## config.mk

```make
export PLATFORM = sky130hd
export DESIGN_NAME = c2s_gain_cell
export DESIGN_NICKNAME = d
export VERILOG_FILES = /design/src/sv/c2s_pkg.sv /design/src/sv/c2s_gain_cell.sv
export SDC_FILE = /design/constraint.sdc
export NUM_CORES = 1
export LEC_CHECK = 0
export ABC_CLOCK_PERIOD_IN_PS = 5500
export BUFFER_PORTS_ARGS = -buffer_cell sky130_fd_sc_hd__buf_2
export CELL_PAD_IN_SITES_DETAIL_PLACEMENT = 0
export CELL_PAD_IN_SITES_GLOBAL_PLACEMENT = 1
export CORE_MARGIN = 8
export CORE_UTILIZATION = 50
export CTS_BUF_LIST = sky130_fd_sc_hd__clkbuf_8
export DETAILED_ROUTE_END_ITERATION = 8
export HOLD_SLACK_MARGIN = 0.02
export PLACE_DENSITY_LB_ADDON = 0.1
export SYNTH_ARGS = -nofsm -noshare
export SYNTH_HDL_FRONTEND = slang
export SYNTH_SLANG_ARGS = --single-unit
```

## constraint.sdc

```tcl
create_clock -name clk -period 5.5 [get_ports clk]
set_input_delay 0.275 -clock clk [delete_from_list [all_inputs] [get_ports clk]]
set_output_delay 0.275 -clock clk [all_outputs]
set_load 0.03 [all_outputs]
```

## src/sv/c2s_pkg.sv

```systemverilog
// Shared types, widths and constants for the Cartesian-to-spherical converter.
`timescale 1ns / 1ps

package c2s_pkg;

    localparam int DW              = 34;
    localparam int AW              = 34;
    localparam int UW              = DW - 1;
    localparam int GW              = 30;
    localparam int PW              = UW + GW;
    localparam int SIDE_W          = 16;
    localparam int FRAC_BITS       = 14;
    localparam int MAX_ITER        = 24;
    localparam int CORDIC_ITER_DEF = 16;

    localparam logic [GW-1:0] INV_GAIN = 30'd652032874;

    localparam logic signed [AW-1:0] ANG_PI      = 34'sd2147483648;
    localparam logic signed [AW-1:0] ANG_HALF_PI = 34'sd1073741824;

    localparam logic signed [AW-1:0] ATAN_TAB [MAX_ITER] = '{
        34'sd536870912, 34'sd316933406, 34'sd167458907, 34'sd85004756,
        34'sd42667331,  34'sd21354465,  34'sd10680862,  34'sd5340245,
        34'sd2670163,   34'sd1335087,   34'sd667544,    34'sd333772,
        34'sd166886,    34'sd83443,     34'sd41722,     34'sd20861,
        34'sd10430,     34'sd5215,      34'sd2608,      34'sd1304,
        34'sd652,       34'sd326,       34'sd163,       34'sd81
    };

    typedef struct packed {
        logic signed [DW-1:0] x;
        logic signed [DW-1:0] y;
        logic signed [AW-1:0] ang;
        logic                 on_axis;
        logic                 neg_axis;
    } cvec_t;

endpackage

```

## src/sv/c2s_gain_cell.sv

```systemverilog
// Exit cell of a vectoring stage: gain product and on-axis angle override.
`timescale 1ns / 1ps

module c2s_gain_cell (
    input  logic                              clk,
    input  logic                              rst_n,
    input  logic                              in_valid,
    output logic                              in_ready,
    input  c2s_pkg::cvec_t                    in_vec,
    input  logic [c2s_pkg::SIDE_W-1:0]        in_side,
    output logic                              out_valid,
    input  logic                              out_ready,
    output logic [c2s_pkg::PW-1:0]            out_prod,
    output logic signed [c2s_pkg::AW-1:0]     out_ang,
    output logic [c2s_pkg::SIDE_W-1:0]        out_side
);
    import c2s_pkg::*;

    logic                 valid_reg;
    logic [UW-1:0]        len_pos;
    logic [PW-1:0]        prod_reg;
    logic [PW-1:0]        prod_next;
    logic signed [AW-1:0] ang_reg;
    logic signed [AW-1:0] ang_next;
    logic [SIDE_W-1:0]    side_reg;

    assign in_ready  = !valid_reg || out_ready;
    assign len_pos   = in_vec.x[DW-1] ? '0 : in_vec.x[UW-1:0];
    assign prod_next = PW'(len_pos) * PW'(INV_GAIN);

    always_comb
    begin
        ang_next = in_vec.ang;
        if (in_vec.on_axis)
        begin
            ang_next = in_vec.neg_axis ? ANG_PI : '0;
        end
    end

    always_ff @(posedge clk or negedge rst_n)
    begin
        if (!rst_n)
        begin
            valid_reg <= 1'b0;
        end
        else if (in_ready)
        begin
            valid_reg <= in_valid;
        end
    end

    always_ff @(posedge clk)
    begin
        if (in_valid && in_ready)
        begin
            prod_reg <= prod_next;
            ang_reg  <= ang_next;
            side_reg <= in_side;
        end
    end

    assign out_valid = valid_reg;
    assign out_prod  = prod_reg;
    assign out_ang   = ang_reg;
    assign out_side  = side_reg;

endmodule

```

---- Word-level counts from Yosys, hierarchy flattened ----
Cells that the tools add are included.
word-level totals
  output and inout bits ................... 115
  flip-flop bits (word level) ............. 113
  input port bits ......................... 124
cells by class
  multipliers ............................. 1
  mux-type cells .......................... 3
  reductions and logical operators ........ 3
operator list
  operator                number
  $mul 33x29->62 const B  1
  $mux 34                 1
  $mux 33                 1
  $mux 32                 1
  $logic_and 1x1->1       1
  $logic_not 1->1         1
  $logic_or 1x1->1        1

---- Logic depth before layout (Yosys ltp) ----
Gate-level depths: netlist of the first run.
  word-level depth ........................ 3
  mapped depth ............................ 30
  mapped depth without buffers ............ 27

---- Worst setup path after synthesis of the first run ----
OpenSTA, ideal clock, no wires.
  path type ............................... input port to flip-flop
  from .................................... input in_vec[103] (netlist name)
  to ...................................... register prod_reg[60] (netlist: out_prod[60]) (data pin)
  stages on the path ...................... 24
  path buffers ............................ 3
  setup slack ............................. -2.036 ns
  data required time ...................... 5.241 ns
  arrival ................................. 7.277 ns
  cells stage by stage .................... clkbuf_1 > clkbuf_1 > nor2b_1 > ha_1 > fa_1 > inv_1 > fa_1 > fa_1 > inv_1 > fa_1 > fa_1 > fa_1 > inv_1 > fa_1 > inv_1 > ha_1 > clkbuf_1 > and3_1 > nand2_1 > o41a_4 > o41ai_4 > a31o_2 > a21oi_1 > xnor2_1
between the ends
  cells in the longest elaborated chain, start to end .. 2
ends and longest elaborated chain
  what                  RTL line             source
  start, declared       c2s_gain_cell.sv:9   input c2s_pkg::cvec_t in_vec,
  $mux 33               c2s_gain_cell.sv:28  assign len_pos = in_vec.x[DW-1] ? '0 : in_vec.x[UW-1:0];
  $mul 33x29->62        c2s_gain_cell.sv:29  assign prod_next = PW'(len_pos) * PW'(INV_GAIN);
  net prod_next[60]     c2s_gain_cell.sv:22  logic [PW-1:0] prod_next;
  end signal, assigned  c2s_gain_cell.sv:56  prod_reg <= prod_next;
  end, declared         c2s_gain_cell.sv:21  logic [PW-1:0] prod_reg;
The timed path passes the listed nets, and every way through them passes these cells.
A chain may end at the register's enable or synchronous reset.

---- Worst setup path after layout of the first run ----
  from .................................... input in_vec[103] (netlist name)
  to ...................................... register prod_reg[51] (netlist: out_prod[51]) (data pin)
The elaborated chain is that of the path after synthesis.

==> reports/results.ini, run 1 <==
[run_status]
status = complete, but fails checks
violations = setup timing

[worst_hold_path]
hold_class = primary input to register
min_from = in_side[0]

[placed_design]
place_congestion = 0.9633
dp_cells = 3426
pre_cts_slack_ns = -2.090
placed_cell_area_sq_um = 28750
place_hpwl_microns = 64110
port_buffers = 203

[finish]
nNetsFinal = 3863
regArea_sq_um = 3388
area_delta_synth_final_pct = 34.96
fin_area_sq_um = 31330
drive_gt1_share_pct = 36.75
n_antenna_cell = 0
multiInputGateArea_sq_um = 18610
nFillCells = 3628
layoutNonFillerInstCount = 3538

[logic_synthesis]
synth_top_area_cell = fa_1
synth_top_family_by_area = adder cells
async_flop_share_pct = 0.8850
syn-mean-instance-area_sq_um = 10.55
synth_flop_cell = edfxtp_1
syn_nets = 3145
synth_xor_xnor_area_share_pct = 2.792
synthMuxAreaShare_pct = 0.04850
synth_area_leaders = fa_1 (40%), ha_1 (19%), edfxtp_1 (14%)
synth_top_area_share_pct = 40.27
synth-seq-area-share_pct = 14.59
synthesis.area_sq_um = 23220
ys_warn_count = 0
yosys.area_share.adder_pct = 59.34
syn_inst = 2200
synth-compound-area-share_pct = 5.702
synth-edff-count = 112
synth-simple-area-share_pct = 5.050
ys_types = 53
ys_seq_elements = 113

[setup_path]
reg2reg_from = out_valid
crit_start = in_vec[103]
r2r_slack_ns = 3.15
worstPathRequired_ns = 5.66
criticalPathCategory = primary input to register
start_kind = primary input
worstPathArrival_ns = 6.90
crit_fanout = 6
worst_setup_path_end_kind = register

[sta]
period_needed_ns = 6.735
setup_violations = 45
rsz0062_at_grt = yes
tightest_slew_ns = 0.8339
finalHoldViolations = 0
max_freq_mhz = 148.5
min_period_over_period_pct = 122.5
drv_slew = 0
setup_ws_ns = -1.235
slew_headroom_pct = 44.41
clock_skew_ns = 0.006802

[clock_network]
clk_latency_ns = 0.41
cts-root-buf = clkbuf_8
cts_buffers = 17
tritoncts_num_sinks = 113
cts.path.max_buffers = 2
tritoncts = done
cts_htree_levels = 4
clkTransAtPathRegs_ns = 0.07

[global_route]
grt_most_used_layer = met2
grt-ovfl-total = 0
first_global_vias = 20400
met3_usage_pct = 3.607
grt_pass1_wl_microns = 113900
grt_util_all_layers_pct = 27.83
grt_use_met2_pct = 51.02
antenna_found_initial = 0
grt_max_degree = 68
grt_use_met1_pct = 33.91

[detailed_routing]
finalWirelength_microns = 71510
dr.first_iter.drc_count = 892
wire_per_inst_microns = 20.21
vias = 17510
drtPass1Iterations = 5
drc = 0
drtAntennaViolNets = 0
vias_per_cell = 4.950

[die]
dieWidth_microns = 231.5
die_h_microns = 231.5
rows = 79
core_sq_um = 46160
initial_core_util_pct = 50.30
io_pins = 239
die-area_sq_um = 53590

[flow_run]
cap_violations = 0

## stage by stage
| stage | hold slack (ns) | util [%] | setup TNS (ns) |
|---|---|---|---|
| after detailed placement | 0.05744 | 62.28 | -76.00 |
| after global routing | 0.02914 | 67.88 | -45.59 |
| final | 0.04903 | 67.88 | -39.02 |
| after floorplan | -0.02059 | - | -40.99 |
| after CTS | 0.02014 | 66.31 | -35.64 |
| after global placement | 0.05075 | 62.28 | -74.11 |
## final timing paths
check,end,cells after the start
setup / recovery,out_prod[51],28
min in group asynchronous,out_valid,2
max in group asynchronous,out_valid,2
hold reg to reg,out_valid,2
setup reg to reg,out_prod[4],3
hold / removal,out_side[0],1
## cell usage in the layout (no fill, tap or decap), types with 19 or more instances in the layout
| master | n |
|---|---|
| fa_1 | 430 |
| xor2_1 | 19 |
| a21oi_1 | 37 |
| edfxtp_1 | 112 |
| buf_6 | 57 |
| a21o_1 | 38 |
| inv_1 | 659 |
| xnor2_1 | 40 |
| inv_2 | 62 |
| nor2_1 | 25 |
| buf_4 | 446 |
| ha_4 | 58 |
| buf_2 | 200 |
| fa_2 | 37 |
| nor2b_1 | 41 |
| ha_1 | 291 |
| nand2_1 | 47 |
## critical path, stage by stage
cell      delay [ns]
buf_12          0.12
buf_8           0.13
nor2b_4         0.22
buf_4           0.16
buf_6           0.10
ha_4            0.12
nor2_2          0.04
fa_1            0.53
inv_1           0.05
fa_1            0.52
fa_2            0.49
fa_1            0.57
fa_2            0.49
fa_1            0.55
inv_1           0.06
fa_1            0.50
inv_2           0.05
ha_4            0.25
buf_6           0.12
a21oi_4         0.12
nor2b_1         0.06
o21a_1          0.19
a311oi_2        0.23
o21a_1          0.26
o21ai_2         0.11
a221o_1         0.37
a21oi_2         0.14
xnor2_1         0.07
## final cells by class
type | count | area share (%)
repair buffers | 731 | 17.14
clock buffers | 17 | 0.7467
inverters | 737 | 9.009
well taps | 607 | 2.424
multi-input cells | 1318 | 59.41
clock inverters | 15 | 0.4592
flip-flops and latches | 113 | 10.81
## state kept, by name, summed over array words and instances (netlist names)
name,flops
out_prod,62
out_ang,34
out_side,16
out_valid,1
## timing repair
item	CTS	global route
hold buffers	14	1
endpoints found under the setup margin	50	50
gates resized for setup	243	133
buffers inserted	42	36
endpoints found under the hold margin	14	1
pin swaps	137	115
cloned	1	0
## cells in the mapped netlist (7+ instances only)
master and number:
nor2b_1 52, a21o_1 38, nor3_1 7, clkbuf_1 30, o21ai_0 31, xnor2_1 51
fa_1 467, nand3_1 8, edfxtp_1 112, a21oi_1 62, nand2b_1 29, and2_1 10
nand4_1 14, inv_1 737, o21bai_1 10, nand2_1 54, and3_1 7, nor2_1 37
ha_1 354, xor2_1 23
## routing by layer
| metal | vias to the layer above | share of wire (%) |
|---|---|---|
| met5 | - | 0 |
| met4 | 0 | 3.3 |
| met3 | 98 | 4.3 |
| met2 | 376 | 53 |
| met1 | 8939 | 40 |
| li1 | 8100 | - |
## cells by family (layout without fill, tap and decap cells)
kind of cell / Yosys count / count (layout)
compound gates: 196 / 196
xor+xnor: 74 / 74
fa+ha+maj: 821 / 821
buf+inv: 769 / 1500
flops: 113 / 113
mux: 1 / 1
other cells: 1 / 1
simple gates: 225 / 225
Power of run 1 is not shown: default switching activity piles up to over one toggle a cycle in this logic, so the estimate is an artifact.
==> run 2: changes to the inputs <==
Settings changed: ABC_AREA from default to 1, MAX_ROUTING_LAYER from default to met4.
==> run 2 against run 1 <==
Effect of this change: global-route usage rose by 2.3 points; clock-buffer cell count unchanged; first-iteration DRC count grew 23%; the flow still finishes with violations (setup timing); cell area is 8.6% higher; synthesized cell count grew 33%; clock skew increased by 0.0096 ns; area after synthesis is 8.6% higher; worst hold slack gained 0.028 ns; sequential cell count is the same; cell count increased by 21%; worst setup slack better by 0.65 ns; critical path type unchanged; critical path depth rose by 1.
==> reports/results.ini, run 2 <==
[run_status]
status = complete, but fails checks
violations = setup timing

[global_route]
grt_util_all_layers_pct = 30.13
first_global_vias = 22610
grt_max_degree = 109
antenna_found_initial = 0
grt-ovfl-total = 0
grt_pass1_wl_microns = 127900

[finish]
multiInputGateArea_sq_um = 20440
drive_gt1_share_pct = 34.73
area_delta_synth_final_pct = 34.98
regArea_sq_um = 3388
layout_commonest_cell = inv_1
fin_util_pct = 68.12
largest_reg_flops = 62
most-common-layout-cells = inv_1 (943), fa_1 (429), nand2_1 (383), buf_4 (379), ha_1 (271)
n_antenna_cell = 0
nNetsFinal = 4534
nFillCells = 4096

[worst_hold_path]
min_from = in_valid
min_delay_path_depth = 3
hold_class = primary input to register

[sta]
tightest_slew_ns = 0.6322
finalHoldViolations = 0
rsz0062_at_grt = yes
max_freq_mhz = 164.2
period_needed_ns = 6.089
worst_hold_slack_ns = 0.07674
drv_slew = 0
tns_ns = -20.90
setup_ws_ns = -0.5886
clock_skew_ns = 0.01644
min_period_over_period_pct = 110.7
setup_violations = 46
slew_headroom_pct = 57.85

[logic_synthesis]
syn-mean-instance-area_sq_um = 8.645
synth_flop_cell = edfxtp_1
ys_top_cells_by_count = inv_1 (1,054), nand2_1 (559), fa_1 (467)
ys_warn_count = 0
synth-seq-area-share_pct = 13.44
synth_top_area_share_pct = 37.07
synth_area_leaders = fa_1 (37%), ha_1 (18%), inv_1 (16%)
async_flop_share_pct = 0.8850
yosys.area_share.adder_pct = 54.64
ys_seq_elements = 113
syn_nets = 3862
synth_top_area_cell = fa_1
synth.most_common_cell = inv_1
syn_inst = 2917
synth-edff-count = 112
ys_types = 31
synth-simple-area-share_pct = 13.67
synthesis.area_sq_um = 25220
synthMuxAreaShare_pct = 0.04466
synth_top_family_by_area = adder cells
synth-compound-area-share_pct = 0.9725
synth_xor_xnor_area_share_pct = 1.355

[setup_path]
cpMostUsedCell = fa_1
worstPathRequired_ns = 5.71
criticalPathCategory = primary input to register
cpPeakStageDelay_ns = 0.56
worst_setup_path_end_kind = register
worstPathArrival_ns = 6.30
reg2reg_from = out_valid
start_kind = primary input
r2r_cells = 2
crit_fanout = 5
crit_start = in_vec[103]
slowest_stage = fa_1

[clock_network]
clkTransAtPathRegs_ns = 0.08
tritoncts_num_sinks = 113
cts-root-buf = clkbuf_8
tritoncts = done
clk_latency_ns = 0.45
cts_htree_levels = 4
cts.path.max_buffers = 2
cts_buffers = 17

[die]
rows = 82
io_pins = 239
initial_core_util_pct = 50.47
dieWidth_microns = 240.6
core_sq_um = 49970
die_h_microns = 240.6
die-area_sq_um = 57880

[detailed_routing]
drc = 0
vias_per_cell = 4.734
drtAntennaViolNets = 0
vias = 20230
drtPass1Iterations = 6
finalWirelength_microns = 81320
wire_per_inst_microns = 19.03
dr.first_iter.drc_count = 1099

[placed_design]
port_buffers = 203
place_congestion = 1.036
place_hpwl_microns = 71940

[flow_run]
cap_violations = 0

run 2: cells by family after synthesis:
| kind of cell | Yosys count |
|---|---|
| buffers and inverters | 1064 |
| AND/OR/NAND/NOR | 832 |
| adder cells (fa/ha/maj) | 821 |
| flip-flops | 113 |
| AO/OA/AOI/OAI | 46 |
| XOR/XNOR | 39 |
| other | 1 |
| multiplexers | 1 |
run 2: metal layers:
layer	share of wire (%)	global-route usage, %	vias up
li1	-	-	9702
met5	0	-	-
met2	52	53.14	427
met3	3.8	2.283	122
met1	41	37.50	9980
met4	3.5	7.445	0
run 2: area by class of cell:
| class | instances | share of cell area [%] |
|---|---|---|
| Clock inverter | 15 | 0.6065 |
| Timing Repair Buffer | 660 | 14.32 |
| Inverter | 1056 | 11.86 |
| Timing Repair inverter | 1 | 0.04779 |
| Tap cell | 672 | 2.470 |
| Clock buffer | 17 | 0.6874 |
| Sequential cell | 113 | 9.954 |
| Multi-Input combinational cell | 1740 | 60.06 |
run 2: worst paths after layout:
kind	to	slack, ns
worst max register to register	out_prod[7]	3.87
worst max-delay path	out_prod[55]	-0.59
min in group asynchronous	out_valid	0.14
max in group asynchronous	out_valid	5.27
worst min register to register	out_valid	0.60
worst min-delay path	out_valid	0.08
run 2: through the flow:
step | cell area [sq um] | worst slack, ns | instances
2_1_floorplan | 25510 | -0.7584 | 2917
3_3_place_gp | 30310 | -1.589 | 4173
3_5_place_dp | 30310 | -1.532 | 4173
4_1_cts | 32920 | -0.5483 | 4255
5_1_grt | 34040 | -0.7693 | 4274
6_report | 34040 | -0.5886 | 4274
run 2: timing repair:
action                     CTS  global route
setup endpoints to repair   49            52
hold buffers                17             0
cloned                       2             0
buffers inserted            31            21
hold endpoints to repair    17             0
resized for setup          432           282
pin swaps                  132           147
run 2: critical path, delay by kind of cell:
family / cells / cell delay [ns]
adder cells (fa/ha/maj): 9 / 4.10
buffers and inverters: 11 / 0.98
AND/OR/NAND/NOR: 9 / 0.92
Power of run 2 is left out for the same reason.
