==> src/sv/c2s_pkg.sv <==
// Shared types, widths and constants for the Cartesian-to-spherical converter.
`timescale 1ns / 1ps

package c2s_pkg;

    localparam int DW              = 34;
    localparam int AW              = 34;
    localparam int UW              = DW - 1;
    localparam int GW              = 30;
    localparam int PW              = UW + GW;
    localparam int SIDE_W          = 16;
    localparam int FRAC_BITS       = 14;
    localparam int MAX_ITER        = 24;
    localparam int CORDIC_ITER_DEF = 16;

    localparam logic [GW-1:0] INV_GAIN = 30'd652032874;

    localparam logic signed [AW-1:0] ANG_PI      = 34'sd2147483648;
    localparam logic signed [AW-1:0] ANG_HALF_PI = 34'sd1073741824;

    localparam logic signed [AW-1:0] ATAN_TAB [MAX_ITER] = '{
        34'sd536870912, 34'sd316933406, 34'sd167458907, 34'sd85004756,
        34'sd42667331,  34'sd21354465,  34'sd10680862,  34'sd5340245,
        34'sd2670163,   34'sd1335087,   34'sd667544,    34'sd333772,
        34'sd166886,    34'sd83443,     34'sd41722,     34'sd20861,
        34'sd10430,     34'sd5215,      34'sd2608,      34'sd1304,
        34'sd652,       34'sd326,       34'sd163,       34'sd81
    };

    typedef struct packed {
        logic signed [DW-1:0] x;
        logic signed [DW-1:0] y;
        logic signed [AW-1:0] ang;
        logic                 on_axis;
        logic                 neg_axis;
    } cvec_t;

endpackage

==> src/sv/c2s_cordic_cell.sv <==
// One CORDIC vectoring micro-rotation with its pipeline register.
`timescale 1ns / 1ps

module c2s_cordic_cell #(
    parameter int IDX = 0
) (
    input  logic                        clk,
    input  logic                        rst_n,
    input  logic                        in_valid,
    output logic                        in_ready,
    input  c2s_pkg::cvec_t              in_vec,
    input  logic [c2s_pkg::SIDE_W-1:0]  in_side,
    output logic                        out_valid,
    input  logic                        out_ready,
    output c2s_pkg::cvec_t              out_vec,
    output logic [c2s_pkg::SIDE_W-1:0]  out_side
);
    import c2s_pkg::*;

    logic                 valid_reg;
    cvec_t                vec_reg;
    cvec_t                vec_next;
    logic [SIDE_W-1:0]    side_reg;
    logic signed [DW-1:0] dx;
    logic signed [DW-1:0] dy;

    assign in_ready = !valid_reg || out_ready;
    assign dx       = in_vec.y >>> IDX;
    assign dy       = in_vec.x >>> IDX;

    always_comb
    begin
        vec_next = in_vec;
        if (!in_vec.y[DW-1])
        begin
            vec_next.x   = in_vec.x + dx;
            vec_next.y   = in_vec.y - dy;
            vec_next.ang = in_vec.ang + ATAN_TAB[IDX];
        end
        else
        begin
            vec_next.x   = in_vec.x - dx;
            vec_next.y   = in_vec.y + dy;
            vec_next.ang = in_vec.ang - ATAN_TAB[IDX];
        end
    end

    always_ff @(posedge clk or negedge rst_n)
    begin
        if (!rst_n)
        begin
            valid_reg <= 1'b0;
        end
        else if (in_ready)
        begin
            valid_reg <= in_valid;
        end
    end

    always_ff @(posedge clk)
    begin
        if (in_valid && in_ready)
        begin
            vec_reg  <= vec_next;
            side_reg <= in_side;
        end
    end

    assign out_valid = valid_reg;
    assign out_vec   = vec_reg;
    assign out_side  = side_reg;

endmodule

==> config.mk <==
export PLATFORM = sky130hd
export DESIGN_NAME = c2s_cordic_cell
export DESIGN_NICKNAME = d
export VERILOG_FILES = /design/src/sv/c2s_pkg.sv /design/src/sv/c2s_cordic_cell.sv
export SDC_FILE = /design/constraint.sdc
export NUM_CORES = 1
export LEC_CHECK = 0
export BUFFER_PORTS_ARGS = -buffer_cell sky130_fd_sc_hd__buf_2
export CORE_MARGIN = 5
export CORE_UTILIZATION = 26
export DETAILED_ROUTE_END_ITERATION = 7
export GPL_ROUTABILITY_DRIVEN = 0
export PLACE_DENSITY_LB_ADDON = 0.25
export SETUP_SLACK_MARGIN = 0.1
export SLEW_MARGIN = 20
export SYNTH_ARGS = -nofsm -noshare
export SYNTH_HDL_FRONTEND = slang
export SYNTH_SLANG_ARGS = --single-unit
==> constraint.sdc <==
create_clock -name clk -period 5.45 [get_ports clk]
set_clock_uncertainty 0.15 [all_clocks]
set_input_delay 1.09 -clock clk [delete_from_list [all_inputs] [get_ports clk]]
set_output_delay 1.09 -clock clk [all_outputs]
set_load 0.005 [all_outputs]
# ---- Word-level counts from Yosys, hierarchy flattened
# Cells that the tools add are included.
dict set report totals {
  reg_bits 121
  latchBits 0
  ramBits 0
  rom_bits 0
  input_bits 124
  wordCells 16
  memories 0
}
dict set report classes {
  add_sub_neg 5
  n_mul 0
  div 0
  magnitude_cmp 0
  n_eq_ne 0
  shift 0
  mux 1
  bitwise 0
  reduce_logical 3
}
# operator count
set op_table {}
lappend op_table {{102-bit two-way mux} 1}
lappend op_table {{34-bit subtractor} 2}
lappend op_table {{34-bit by 31-bit adder with 34-bit output, second input constant} 1}
lappend op_table {{34-bit adder} 1}
lappend op_table {{34-bit by 31-bit subtractor with 34-bit output, second input constant} 1}
lappend op_table {{1-bit logical AND} 1}
lappend op_table {{1-bit logical NOT} 1}
lappend op_table {{1-bit logical OR} 1}

# ---- Longest topological paths before layout
# Gate-level depths: netlist (run 1).
dict set report logic_depth {
  word_depth 3
  ltp_mapped 13
  ltp_nobuf 12
}

# ---- Least setup slack after synthesis (run 1)
# No wires, ideal clock.
dict set report synth_timing {
  path_kind {input port to flip-flop}
  startpoint {in out_ready}
  endpoint {reg side_reg[0] (netlist: out_side[0]) (enable)}
  setup_time_ns 0.492
  arrival_time_ns 3.999
  required_time_ns 4.808
  slack_ns 0.809
  path_stages 2
  path_cell_list {nand2b_1 > and2_1}
}
dict set report synth_via {
  elab_chain_cells 2
}
# element line_no
set synth_rtl {}
lappend synth_rtl {{from (decl)} c2s_cordic_cell.sv:14} ;# input logic out_ready,
lappend synth_rtl {{1-bit logical OR} c2s_cordic_cell.sv:27} ;# assign in_ready = !valid_reg || out_ready;
lappend synth_rtl {{1-bit logical AND} c2s_cordic_cell.sv:62} ;# if (in_valid && in_ready)
lappend synth_rtl {{to (signal assigned)} c2s_cordic_cell.sv:65} ;# side_reg <= in_side;
lappend synth_rtl {{to (decl)} c2s_cordic_cell.sv:23} ;# logic [SIDE_W-1:0] side_reg;
# No other way between the ends.
# A chain may end at the register's enable or synchronous reset.

==> results of run 1 <==
## final cells by class
cell class,count,area (um^2)
fillers,3846,24600
multi-input cells,753,5390
flip-flops and latches,120,3600
repair buffers,250,1280
well taps,468,586
clock buffers,18,429
inverters,107,402
clock inverters,14,171
diodes,1,2.50
## sequential cells by signal, summed over array words and instances, names as in the netlist
name       flops
out_vec      103
out_valid      1
out_side      16
## power groups by stage
stage	clock (W)	sequential, W	combinational [W]
2_1_floorplan	0	0.00120	0.000555
3_3_place_gp	0	0.00119	0.000911
3_5_place_dp	0	0.00119	0.000911
4_1_cts	0.00124	0.00117	0.000917
5_1_grt	0.00127	0.00118	0.00100
6_report	0.00119	0.00117	0.000916
## worst max-delay path: stages
cell      delay [ns]
buf_2           0.11
inv_1           0.05
ha_1            0.65
nand4_1         0.25
nor3_1          0.50
o211ai_1        0.25
a21oi_1         0.30
o21ai_0         0.18
o31a_1          0.35
o211ai_1        0.22
o211ai_1        0.13
xnor2_1         0.16
## cell families after synthesis
| family | Yosys count | synth area share (%) |
|---|---|---|
| simple gates | 231 | 12.0 |
| xor+xnor | 68 | 6.23 |
| mux | 20 | 2.09 |
| fa+ha+maj | 107 | 14.3 |
| compound gates | 327 | 21.6 |
| buf+inv | 149 | 6.07 |
| flops | 120 | 37.6 |
## layer usage
metal	share of wire (%)	up-vias	wire length, um
met5	0.10	-	33
met4	1.5	6	499
met2	46	325	15100
met3	6.2	35	2050
li1	-	4149	-
met1	47	4141	15400
## metrics by stage
stage                     util, %  total power (W)
after global placement       30.9          0.00210
after global routing         32.5          0.00345
after detailed placement     30.9          0.00210
after CTS                    32.5          0.00332
final                        32.5          0.00328
after floorplan                 -          0.00175
## synthesized netlist by cell type (19+ instances only)
library cell | count | area share, %
nor2_1 | 75 | 2.9
inv_1 | 105 | 4.1
a21oi_1 | 110 | 5.8
a21o_1 | 22 | 1.7
xnor2_1 | 60 | 5.5
clkbuf_1 | 21 | 0.82
nand2_1 | 41 | 1.6
ha_1 | 103 | 13
o21ai_0 | 76 | 4.0
nand3_1 | 19 | 0.99
mux2i_1 | 20 | 2.1
edfxtp_1 | 119 | 37
## final timing paths
| check | endpoint | cells after the start |
|---|---|---|
| min reg2reg | out_valid | 2 |
| max reg2reg | out_vec[98] | 3 |
| min in group clk | out_valid | 2 |
| max in group asynchronous | out_valid | 1 |
| min | out_valid | 1 |
| max | out_vec[66] | 12 |
==> out/metrics.cfg, run 1 <==
[floorplan]
initial_core_util_pct=26.3
die_x_um=202
die_y_um=202
coreArea_mm2=0.0364
ioPinCount=246
dieArea_mm2=0.0407
rows=70

[pwr]
comb_power_share_pct=28.0
power.share.switching_pct=32.3
power_frac_clock_pct=36.4
power.internal_w=0.00222
seq_power_share_pct=35.6
p_per_area_mw_per_mm2=276
ir_worst_vdd_mv=0.139
p_switching_w=0.00106
power_leakage_nw=5.14

[cts]
cts-htree-levels=4
clkSinkCount=120
post-cts-setup-buffer-count=0
cts.repair.resized=0
clkSlewWorstSetupHoldPaths_ns=0.06
postCtsHoldBufs=0
clkLatencyLatePin_ns=0.42
cts_root_buffer=clkbuf_16
numCtsBuffers=17
cts_tree=done
clockBufferDepth=2

[timing]
final_hold_viol_count=0
tns_ns=0
setup_slack_ns=1.20
slew_headroom_pct=46.7
tightest_slew_ns=0.793
setup_viol=0
fmax_mhz=235
fin_crit_sh_pct=78.1
hold-worst-slack_ns=0.282
rsz0062_at_grt=false
drv_slew=0
period_needed_ns=4.25

[cells_and_area]
layout_common_cells=245 x buf_2, 119 x edfxtp_1, 110 x a21oi_1
layout-drive-gt1-share_pct=23.6
nets=1480
syn_to_final_growth_pct=23.9
final_common_cell=buf_2
fin_area_mm2=0.0119
fin_cells=1731

[logic_synthesis]
ys.warnings.count=0
syn_nets=1253
async_flop_share_pct=0.833
synth_edf_count=119
ys_ff_latch=120
ys.flop_type=edfxtp_1
ys_types=67
synthesis.area_mm2=0.00957
synth_cells=1022
syn_area_per_cell_um2=9.36
seq_area_frac_synth_pct=37.6

[global_routing]
grt_overflow=0
grt_usage_pct=15.6
gr-usage-met1_pct=21.0
antenna_found_initial=4
met2_usage_pct=25.4
grt_first_pass_wirelength_um=50400
use_met3_pct=3.42
gr-max-usage-layer=met2
grt_pass1_vias=8561
grt_max_degree=71

[critical_path]
rrSetupSlack_ns=3.34
arrival_ns=4.25
required_ns=5.45
worst-setup-path-type=primary input to flop
cp-end-kind=flop
r2r-start=out_valid
crit_fanout=16
start_kind=primary input
startpoint=in_vec[48]

[drt]
drcViolationCount=0
dr_total_vias=8656
wirelength_um=33100
antenna_left=0
drt_iter0_markers=606
wl_per_cell_um=19.1
viasPerCell=5.00
dr.pass1.iters=5

[min_path]
holdCritPathClass=primary input to asynchronous set/reset pin

[outcome]
status=completed

[placement]
hpwl_um=25800
pre_cts_ws_ns=0.885
placed_cells=1698
dpl_cell_area_mm2=0.0113
io_buffer_count=245

[run]
cap_violations=0

(Power assumes the default switching activity.)
==> run 2: changes to the inputs <==
==> constraint.sdc (replaced) <==
create_clock -name clk -period 3.4 [get_ports clk]
set_clock_uncertainty 0.15 [all_clocks]
set_input_delay 0.68 -clock clk [delete_from_list [all_inputs] [get_ports clk]]
set_output_delay 0.68 -clock clk [all_outputs]
set_load 0.005 [all_outputs]
==> out/metrics.cfg, run 2 (same netlist as run 1, synthesis figures left out) <==
[global_routing]
grt_pass1_vias=9506  ; was 8561
grt_first_pass_wirelength_um=53400  ; was 50400 um
grt_usage_pct=16.5  ; was 15.6%
antenna_found_initial=7  ; was 4
grt_overflow=0  ; unchanged
grt_max_degree=59  ; was 71

[timing]
final_hold_viol_count=0  ; unchanged
setup_viol=0  ; unchanged
drv_slew=0  ; unchanged
fmax_mhz=310
slew_headroom_pct=70.1  ; was 46.7%
tightest_slew_ns=0.444  ; was 0.793 ns
tns_ns=0  ; unchanged
rsz0062_at_grt=true  ; was false
hold-worst-slack_ns=0.261  ; was 0.282 ns
period_needed_ns=3.23
fin_crit_sh_pct=94.9

[placement]
dpl_cell_area_mm2=0.0129  ; was 0.0113 mm^2
hpwl_um=27900  ; was 25800 um
io_buffer_count=245  ; unchanged

[cts]
clkSinkCount=120  ; unchanged
cts_tree=done  ; unchanged
cts_root_buffer=clkbuf_16  ; unchanged
cts-htree-levels=4  ; unchanged
clockBufferDepth=2  ; unchanged
clkSlewWorstSetupHoldPaths_ns=0.06  ; about the same
clkLatencyLatePin_ns=0.44  ; was 0.42 ns
numCtsBuffers=17  ; unchanged

[cells_and_area]
syn_to_final_growth_pct=42.6  ; was 23.9%
nets=1697  ; was 1480
layout_common_cells=245 x buf_2, 219 x buf_4, 119 x edfxtp_1  ; was 245 x buf_2, 119 x edfxtp_1, 110 x a21oi_1
final_common_cell=buf_2  ; unchanged
finish.utilization_pct=37.4  ; was 32.5%
multi_input_area_mm2=0.00551  ; was 0.00539 mm^2
layout-drive-gt1-share_pct=36.1  ; was 23.6%
largest_register_ff_count=103  ; unchanged
register_area_mm2=0.00360  ; unchanged
fillers=3734  ; was 3846
fin_area_mm2=0.0136  ; was 0.0119 mm^2

[floorplan]
dieArea_mm2=0.0407  ; unchanged
ioPinCount=246  ; unchanged
initial_core_util_pct=26.3  ; unchanged
coreArea_mm2=0.0364  ; unchanged
die_y_um=202  ; unchanged
die_x_um=202  ; unchanged
rows=70  ; unchanged

[drt]
antenna_left=0  ; unchanged
drcViolationCount=0  ; unchanged
dr_total_vias=9346  ; was 8656
drt_iter0_markers=527  ; was 606
wirelength_um=34600  ; was 33100 um
viasPerCell=4.80  ; was 5.00
dr.pass1.iters=5  ; unchanged
wl_per_cell_um=17.7  ; was 19.1 um

[pwr]
power_leakage_nw=6.21  ; was 5.14 nW
total_power_w=0.00567  ; was 0.00328 W
ir_worst_vdd_mv=0.357  ; was 0.139 mV
p_per_area_mw_per_mm2=416  ; was 276 mW/mm^2

[min_path]
min_to=out_vec[21]
holdCritPathClass=primary input to flop  ; was primary input to asynchronous set/reset pin
hold_path_depth=1
worstHoldStart=in_vec[21]

[critical_path]
r2r_end=out_vec[58]  ; was out_vec[98]
arrival_ns=3.26  ; was 4.25 ns
required_ns=3.44  ; was 5.45 ns
cp-end-kind=flop  ; unchanged
rrSetupSlack_ns=1.73  ; was 3.34 ns
start_kind=primary input  ; unchanged
rr_worst_depth=3  ; unchanged
crit_fanout=3  ; was 16
r2r-start=out_valid  ; unchanged
worst-setup-path-type=primary input to flop  ; unchanged

[outcome]
status=completed  ; unchanged

[run]
cap_violations=0  ; unchanged

run 2: cell count changes in the layout (fill, tap and decap cells not counted), moves of 3 or more:
cell       delta
buf_4       +215
a2111oi_0     -3
ha_1          -4
ha_2          +4
a21oi_1       -3
run 2: routing by layer:
| layer | vias up | track usage (%) | share of wire, % |
|---|---|---|---|
| met5 | - | 0 | 0.17 |
| met4 | 8 | 3.98 | 1.3 |
| met3 | 40 | 4.01 | 5.6 |
| met2 | 293 | 27.3 | 46 |
| met1 | 4420 | 21.8 | 47 |
| li1 | 4585 | - | - |
run 2: final cells by class:
type	instances	area share, %
repair buffers	467	21.4
multi-input cells	753	40.4
inverters	107	2.94
diodes	2	0.0367
flip-flops and latches	120	26.4
clock buffers	17	3.12
clock inverters	15	1.47
well taps	468	4.29
run 2: worst max-delay path by stage:
stage	start	end	slack (ns)	cells past startpoint
finish	in_vec[36]	out_vec[66]	0.17	13
global route	in_vec[42]	out_vec[62]	0.06	16
CTS	in_vec[36]	out_vec[102]	0.13	13
detailed placement	in_vec[44]	out_vec[69]	-0.56	13
global placement	in_vec[44]	out_vec[69]	-0.51	13
floorplan	in_vec[54]	out_vec[69]	0.13	11
run 2: repair_timing:
action / 4_1_cts / 5_1_grt
hold endpoints to repair: 1 / 0
buffers inserted: 0 / 1
gates cloned: 0 / 0
hold buffers: 1 / 0
endpoints found under the setup margin: 12 / 27
gates resized for setup: 3 / 26
pin swaps: 0 / 1
run 2: critical path, stage by stage:
cell      delay (ns)
buf_2           0.10
inv_1           0.04
ha_1            0.23
fa_1            0.43
nor2b_2         0.16
o31a_1          0.20
o211ai_1        0.19
a21oi_2         0.24
o21ai_0         0.15
o31a_1          0.36
o211ai_1        0.21
o211ai_1        0.13
xnor2_1         0.14
run 2: per-stage QoR:
stage / std cells / setup slack, ns
after floorplan: 1022 / 0.132
after global placement: 1913 / -0.510
after detailed placement: 1913 / -0.565
after CTS: 1946 / 0.127
after global routing: 1949 / 0.0585
final: 1949 / 0.175
run 2: where the power goes:
| part | switching [W] | internal (W) | total, W |
|---|---|---|---|
| registers | 0.0000343 | 0.00183 | 0.00186 |
| clock network | 0.000755 | 0.00123 | 0.00198 |
| logic | 0.000989 | 0.000837 | 0.00183 |
| total | 0.00178 | 0.00389 | 0.00567 |
==> run 3: changes to the inputs <==
==> constraint.sdc (replaced) <==
create_clock -name clk -period 3.5 [get_ports clk]
set_clock_uncertainty 0.15 [all_clocks]
set_input_delay 0.7 -clock clk [delete_from_list [all_inputs] [get_ports clk]]
set_output_delay 0.7 -clock clk [all_outputs]
set_load 0.005 [all_outputs]
==> out/metrics.cfg, run 3 (same netlist as run 1, synthesis figures left out) <==
[drt]
antenna_left=0  ; unchanged
dr.pass1.iters=5  ; unchanged
drcViolationCount=0  ; unchanged
dr_total_vias=9270  ; was 9346
wirelength_um=34400  ; was 34600 um
drt_iter0_markers=570  ; was 527
viasPerCell=4.80  ; about the same
wl_per_cell_um=17.8  ; was 17.7 um

[floorplan]
coreArea_mm2=0.0364  ; unchanged
initial_core_util_pct=26.3  ; unchanged
ioPinCount=246  ; unchanged
dieArea_mm2=0.0407  ; unchanged
die_y_um=202  ; unchanged
rows=70  ; unchanged
die_x_um=202  ; unchanged

[placement]
hpwl_um=27800  ; was 27900 um
placed_cells=1893  ; was 1913
io_buffer_count=245  ; unchanged
dpl_cell_area_mm2=0.0127  ; was 0.0129 mm^2
pre_cts_ws_ns=-0.318  ; was -0.565 ns

[cells_and_area]
finish.utilization_pct=36.9  ; was 37.4%
fin_cells=1930  ; was 1949
layout-drive-gt1-share_pct=34.8  ; was 36.1%
largest_register_ff_count=103  ; unchanged
fillers=3744  ; was 3734
layout_common_cells=245 x buf_2, 199 x buf_4, 119 x edfxtp_1  ; was 245 x buf_2, 219 x buf_4, 119 x edfxtp_1
fin_area_mm2=0.0135  ; was 0.0136 mm^2
syn_to_final_growth_pct=40.7  ; was 42.6%
nets=1678  ; was 1697
final_common_cell=buf_2  ; unchanged

[global_routing]
grt_max_degree=47  ; was 59
grt_overflow=0  ; unchanged
grt_pass1_vias=9511  ; was 9506
antenna_found_initial=3  ; was 7
grt_usage_pct=16.5  ; about the same
grt_first_pass_wirelength_um=53500  ; was 53400 um

[cts]
clkSlewWorstSetupHoldPaths_ns=0.06  ; about the same
clkSinkCount=120  ; unchanged
cts_root_buffer=clkbuf_16  ; unchanged
cts-htree-levels=4  ; unchanged
clockBufferDepth=2  ; unchanged
clkLatencyLatePin_ns=0.43  ; was 0.44 ns
cts_tree=done  ; unchanged
numCtsBuffers=17  ; unchanged

[critical_path]
worst-setup-path-type=primary input to flop  ; unchanged
required_ns=3.53  ; was 3.44 ns
start_kind=primary input  ; unchanged
crit_fanout=6  ; was 3
arrival_ns=3.31  ; was 3.26 ns
cp-end-kind=flop  ; unchanged

[timing]
rsz0062_at_grt=true  ; unchanged
setup_viol=0  ; unchanged
drv_slew=0  ; unchanged
period_needed_ns=3.28
fin_crit_sh_pct=93.8
setup_slack_ns=0.215  ; was 0.175 ns
slew_headroom_pct=55.3  ; was 70.1%
tightest_slew_ns=0.670  ; was 0.444 ns
final_hold_viol_count=0  ; unchanged
fmax_mhz=304

[pwr]
p_per_area_mw_per_mm2=399  ; was 416 mW/mm^2
power_leakage_nw=6.10  ; was 6.21 nW
ir_worst_vdd_mv=0.338  ; was 0.357 mV

[min_path]
holdCritPathClass=primary input to flop  ; unchanged

[outcome]
status=completed  ; unchanged

[run]
cap_violations=0  ; unchanged

run 3: changes by cell type in the layout (fill, tap and decap cells not counted), sizes merged:
cell      before  now
bufinv         4    3
buf          466  447
clkinvlp       4    3
clkinv         7    8
clkbuf        17   18
run 3: power by group:
group	switching (W)	internal [W]	total, W
clock	0.000703	0.00111	0.00181
combinational	0.000950	0.000793	0.00174
sequential	0.0000366	0.00178	0.00181
run 3: area by class of cell:
type,count,area [um^2],area share (%)
Timing Repair Buffer,448,2790,20.7
Tap cell,468,586,4.35
Inverter,107,402,2.98
Antenna cell,2,5.00,0.0372
Multi-Input combinational cell,753,5490,40.8
Sequential cell,120,3600,26.7
Clock inverter,14,154,1.14
Clock buffer,18,429,3.19
run 3: routing by layer:
metal | up-vias | track usage, % | part of all wire (%)
met3 | 34 | 3.43 | 5.5
met4 | 2 | 4.93 | 1.6
met1 | 4375 | 22.4 | 47
li1 | 4539 | - | -
met2 | 320 | 26.7 | 46
met5 | - | 0 | 0.035
run 3: path summary, 6_finish.rpt:
kind / from / endpoint / slack [ns] / depth (start not counted)
max in group asynchronous: rst_n / out_valid / 2.69 / 2
worst min-delay path: in_vec[21] / out_vec[21] / 0.29 / 1
worst min register to register: out_valid / out_valid / 0.39 / 2
worst max register to register: out_valid / out_vec[45] / 1.60 / 3
worst max-delay path: in_vec[54] / out_vec[69] / 0.22 / 13
min in group asynchronous: rst_n / out_valid / 0.43 / 2
run 3: repair_timing:
| item | CTS | global route |
|---|---|---|
| hold buffers | 1 | 0 |
| hold endpoints to repair | 1 | 0 |
| gates resized for setup | 0 | 23 |
| endpoints found under the setup margin | 0 | 21 |
| setup buffers | 0 | 2 |
run 3: stage by stage:
step | total power (W) | TNS (ns) | hold slack (ns)
floorplan | 0.00273 | 0 | 0.254
global placement | 0.00356 | -5.26 | 0.325
detailed placement | 0.00356 | -6.00 | 0.325
CTS | 0.00541 | 0 | 0.263
global route | 0.00567 | 0 | 0.270
finish | 0.00537 | 0 | 0.292
run 3: worst max-delay path: stages:
cell      delay, ns
buf_2          0.09
inv_1          0.04
ha_1           0.30
or4_1          0.59
nand2b_4       0.18
nor4_4         0.14
o31ai_2        0.10
buf_4          0.15
a21oi_2        0.18
o21ai_2        0.19
o41ai_4        0.35
o22ai_1        0.15
xor2_1         0.15
